===== src/rtl/fcw_pkg.sv =====
package fcw_pkg;

    localparam int FLOW_FRAC_BITS = 16;
    localparam int WHITE_LIMIT    = 10000;
    localparam int WHEEL_SIZE     = 55;
    localparam int CORDIC_STEPS   = 15;
    localparam int SQRT_STEPS     = FLOW_FRAC_BITS + 1;
    localparam int N_CELLS        = (SQRT_STEPS > CORDIC_STEPS) ? SQRT_STEPS : CORDIC_STEPS;
    localparam int IDX_W          = $clog2(N_CELLS);
    localparam int XY_W           = 36;
    localparam int Z_W            = 16;
    localparam int SQ_W           = 2 * FLOW_FRAC_BITS + 2;
    localparam int R_W            = FLOW_FRAC_BITS + 1;
    localparam int C_W            = 24;
    localparam int P_W            = R_W + C_W;
    localparam int OUT_SHIFT      = 16 + FLOW_FRAC_BITS;

    localparam logic signed [63:0] WHITE_RAW = 64'(WHITE_LIMIT) << FLOW_FRAC_BITS;
    localparam logic [63:0] UNIT_SQ = 64'(1) << (2 * FLOW_FRAC_BITS);
    localparam logic [Z_W-1:0] HALF_TURN = 16'h8000;
    localparam logic [C_W-1:0] FULL_C = 24'(255 * 65536);

    typedef logic [N_CELLS-1:0][Z_W-1:0] t_turn;
    typedef logic [WHEEL_SIZE-1:0][23:0] t_wheel;

    function automatic t_turn build_turn();
        int tab [15];
        t_turn t;
        tab = '{8192, 4836, 2555, 1297, 651, 326, 163, 81, 41, 20, 10, 5, 3, 1, 1};
        t = '0;
        for (int i = 0; i < CORDIC_STEPS; i++) begin
            t[i] = Z_W'(tab[i]);
        end
        return t;
    endfunction

    function automatic t_wheel build_wheel();
        t_wheel w;
        int r;
        int g;
        int b;
        int j;
        for (int k = 0; k < WHEEL_SIZE; k++) begin
            if (k < 15) begin
                r = 255; g = 255 * k / 15; b = 0;
            end else if (k < 21) begin
                j = k - 15; r = 255 - 255 * j / 6; g = 255; b = 0;
            end else if (k < 25) begin
                j = k - 21; r = 0; g = 255; b = 255 * j / 4;
            end else if (k < 36) begin
                j = k - 25; r = 0; g = 255 - 255 * j / 11; b = 255;
            end else if (k < 49) begin
                j = k - 36; r = 255 * j / 13; g = 0; b = 255;
            end else begin
                j = k - 49; r = 255; g = 0; b = 255 - 255 * j / 6;
            end
            w[k] = {8'(r), 8'(g), 8'(b)};
        end
        return w;
    endfunction

    localparam t_turn  TURN  = build_turn();
    localparam t_wheel WHEEL = build_wheel();

    typedef struct packed {
        logic                   valid;
        logic                   white;
        logic                   fe;
        logic                   in_unit;
        logic                   zy;
        logic [Z_W-1:0]         zt;
        logic signed [XY_W-1:0] x;
        logic signed [XY_W-1:0] y;
        logic [Z_W-1:0]         z;
        logic [SQ_W-1:0]        n;
        logic [SQ_W-1:0]        res;
    } t_cell;

endpackage


===== src/rtl/fcw_cell.sv =====
module fcw_cell
    import fcw_pkg::*;
(
    input  logic             i_clk,
    input  logic             i_rst_n,
    input  logic             i_en,
    input  logic [IDX_W-1:0] i_idx,
    input  t_cell            i_d,
    output t_cell            o_q
);

    t_cell r_q;
    t_cell n_q;
    logic signed [XY_W-1:0] dx;
    logic signed [XY_W-1:0] dy;
    logic [SQ_W-1:0] bit_v;
    logic [SQ_W-1:0] trial;

    // one CORDIC rotation (in the first CORDIC_STEPS cells) and one root digit per cell
    always_comb begin
        n_q   = i_d;
        dx    = i_d.y >>> i_idx;
        dy    = i_d.x >>> i_idx;
        bit_v = '0;
        trial = '0;
        if (int'(i_idx) < CORDIC_STEPS) begin
            if (i_d.y > 0) begin
                n_q.x = i_d.x + dx;
                n_q.y = i_d.y - dy;
                n_q.z = i_d.z + TURN[i_idx];
            end else begin
                n_q.x = i_d.x - dx;
                n_q.y = i_d.y + dy;
                n_q.z = i_d.z - TURN[i_idx];
            end
        end
        if (int'(i_idx) < SQRT_STEPS) begin
            bit_v = SQ_W'(1) << (2 * FLOW_FRAC_BITS - 2 * int'(i_idx));
            trial = i_d.res + bit_v;
            if (i_d.n >= trial) begin
                n_q.n   = i_d.n - trial;
                n_q.res = (i_d.res >> 1) + bit_v;
            end else begin
                n_q.res = i_d.res >> 1;
            end
        end
    end

    always_ff @(posedge i_clk) begin
        if (!i_rst_n) begin
            r_q.valid <= 1'b0;
        end else if (i_en) begin
            r_q <= n_q;
        end
    end

    assign o_q = r_q;

endmodule


===== config.mk =====
export PLATFORM = sky130hd
export DESIGN_NAME = fcw_cell
export DESIGN_NICKNAME = d
export VERILOG_FILES = /design/src/rtl/fcw_pkg.sv /design/src/rtl/fcw_cell.sv
export SDC_FILE = /design/constraint.sdc
export NUM_CORES = 1
export LEC_CHECK = 0
export BUFFER_PORTS_ARGS = -buffer_cell sky130_fd_sc_hd__buf_2
export CORE_ASPECT_RATIO = 0.5
export CORE_MARGIN = 4
export CORE_UTILIZATION = 45
export DETAILED_ROUTE_END_ITERATION = 10
export GPL_TIMING_DRIVEN = 0
export PLACE_DENSITY = 0.72
export SLEW_MARGIN = 20
export SYNTH_ARGS = -nofsm -noshare
export SYNTH_HDL_FRONTEND = slang
export SYNTH_SLANG_ARGS = --single-unit

===== constraint.sdc =====
create_clock -name i_clk -period 31.5 [get_ports i_clk]
set_input_delay 9.45 -clock i_clk [delete_from_list [all_inputs] [get_ports i_clk]]
set_output_delay 9.45 -clock i_clk [all_outputs]
set_load 0.02 [all_outputs]

==> results.md <==
* Clock Skews at 0 ns
* Fin crit share at 61.9%
* Via density at 6.29
* Die H at 164 um
* RD Place Congestion at 1.01
* Routed WL at 87.8 mm
* Synthesis Warnings at 0
* Crit path DAT at 19.66 ns
* CTS Sinks at 177
* DR vias at 22,500
* GR Util All Layers at 32.4%
* CTS Buf Count at 17
* Die area at 52,200 sq um
* Synth top area cells: edfxtp_1, ha_1, o21ai_0
* Post-CTS sizing at 0
* Final Max Slew Viols at 0
* Async S/R FF share, synth at 0%
* Clk Latency, worst-skew pair at 0.46 ns
* CTS root buf: clkbuf_16
* Pin count of the biggest net entering global routing at 59
* Syn Nets at 2,886
* Leak at 10.3 nW
* CP Capture Type: flip-flop
* Cells after DPL at 3,538
* Total global routing overflow at 0
* Drt drc at 0
* Share of post-route cells with drive strength above 1 at 18.9%
* Final hold vios at 0
* Hold WC Path Type: flip-flop to flip-flop
* Die width at 319 um
* Setup Viol. Count Final at 0
* CP required at 31.66 ns
* Hold WS at 0.563 ns
* Setup CP Type: primary input to flip-flop
* Final HPWL DP at 69.9 mm
* Number of buffers added on ports at 359
* RSZ-0062 raised after global routing: false
* Status: finished clean
* Synth top area share at 24.3%
* Antenna violations before repair at 5
* Minimum clock period at 19.49 ns
* Most used DFF post-synth: edfxtp_1
* First-pass GRT wire length at 130 mm
* Post-synthesis sequential element count at 177
* Worst-Margin Slew at 1.28 ns
* Max reg flops at 177
* 1st-pass router iterations at 6
* Post-route ant nets at 0
* CP peak stage delay at 0.58 ns
* DR iter-0 viols at 2,852
* Footprint of the multi-input gates at 15,500 sq um
* PD cells at 42.2 nW/um^2
* Cell Area, Synth at 21,800 sq um
* I/O pin count at 362
* Clock-pin slew on the worst setup and hold paths at 0.08 ns
* CTS tree: yes
* Row count at 56
* Hold buffers post-CTS at 0
* Post-route cell area at 25,100 sq um
* Critical Path Fanout Max at 10
* Post-synth top area cell: edfxtp_1
* Layout fillers at 4,493
* Rel. slew slack at 14.3%
* Max Freq at 51.3 MHz
* Post-synthesis sequential area ratio at 24.4%
* Mapped Cells at 2,536
* Post-CTS Setup Bufs at 0
* Yosys cell types at 95
* Storage element area at 5310 sq um
* Syn_area_per_cell at 8.58 sq um
* Starting Density at 46.0%
* Max VDD drop at 30.1 uV
* CP max stage cell: buf_1
* Setup tns final at 0 ns
* Number of global-route vias before repair at 21,200
* EDFF count, synth at 176
* H-tree Lvls at 4
* Longest Clk Path Bufs at 2
* Max Cap Viol at 0
* Layout net count at 3,269
* WL/cell at 24.6 um
* Placed cell area at 24,500 sq um
* Layout Cells excl Fill at 3,573
* Core box area at 47,300 sq um
* Synth-to-Final Area Change at 15.1%
* CP startpoint kind: primary input
through the flow:
| step | worst slack (ns) | total power, mW | utilization [%] |
|---|---|---|---|
| 2_1_floorplan | 14.79 | 0.665 | - |
| 3_3_place_gp | 11.35 | 0.817 | 51.5 |
| 3_5_place_dp | 11.81 | 0.821 | 51.8 |
| 4_1_cts | 12.24 | 1.05 | 53.0 |
| 5_1_grt | 11.55 | 1.12 | 53.0 |
| 6_report | 12.01 | 1.06 | 53.0 |
worst paths after layout:
kind / start / to / slack, ns / depth (start not counted)
min reg2reg: o_q[176] / o_q[176] / 0.56 / 2
max: i_idx[0] / o_q[18] / 12.01 / 37
min: o_q[176] / o_q[176] / 0.56 / 2
max reg2reg: o_q[176] / o_q[176] / 30.87 / 2
where the power goes:
part,leakage [nW],total [mW],internal [mW],switching (mW)
combinational,8.41,0.533,0.200,0.334
sequential,1.64,0.297,0.292,0.00552
clock,0.277,0.228,0.112,0.117
total,10.3,1.06,0.603,0.456
area by class of cell:
class                      instances  area share, %
antenna                            4         0.0399
buffer                           137           2.69
clock buffer                      17           1.70
clock inverter                    14          0.589
inverter                          73           1.09
multi-input combinational       2149           62.0
sequential                       177           21.2
tap                              638           3.18
timing repair buffer             364           7.56
logic make-up (layout without fill, tap and decap cells):
family / Yosys count / in the layout / synth area share (%)
simple gates: 786 / 786 / 16.9
compound gates: 802 / 802 / 23.3
buf+inv: 210 / 605 / 4.35
fa+ha+maj: 168 / 168 / 9.76
other cells: 0 / 4 / 0
xor+xnor: 237 / 237 / 9.53
mux: 156 / 156 / 11.7
flops: 177 / 177 / 24.4
placed cells by master (no fill, tap or decap), types with 17 or more instances in the layout:
master,instances
nor2_1,180
nand2_1,320
nand3_1,49
mux2_2,26
mux4_1,22
a21o_1,67
xnor2_1,127
buf_2,379
o21bai_1,38
and2_1,17
xor2_1,110
o22ai_1,17
a31oi_1,39
o21ai_0,247
a221oi_1,19
o31ai_1,19
edfxtp_1,176
nor3_1,35
nor2b_1,23
mux2i_1,58
mux4_2,47
clkbuf_16,17
a211oi_1,20
o211ai_1,17
inv_1,71
clkbuf_1,84
ha_1,161
a21oi_1,177
nand4_1,21
and3_1,25
nand2b_1,25
metal layers:
layer | wire length (um) | global-route usage, % | vias up
met2 | 39100 | 51.5 | 1126
met1 | 37700 | 43.9 | 10900
li1 | - | - | 10300
met4 | 2540 | 9.63 | 2
met5 | 13 | 0 | -
met3 | 8480 | 8.18 | 145
worst max-delay path: cells and delay by family:
kind            cells  cell delay, ns
compound gates     14            3.61
buf+inv            13            3.82
fa+ha+maj           4            1.52
simple gates        6            1.18
cell usage after synthesis, drive strengths merged (23+ instances only):
library cell,n
a21o,67
a21oi,177
a31oi,40
and3,26
buf,52
clkbuf,85
edfxtp,176
ha,161
inv,73
mux2,29
mux2i,58
mux4,69
nand2,322
nand2b,25
nand3,49
nand4,23
nor2,181
nor2b,23
nor3,35
o21ai,258
o21bai,38
xnor2,127
xor2,110
No activity file was read; power rests on OpenSTA's default activity.
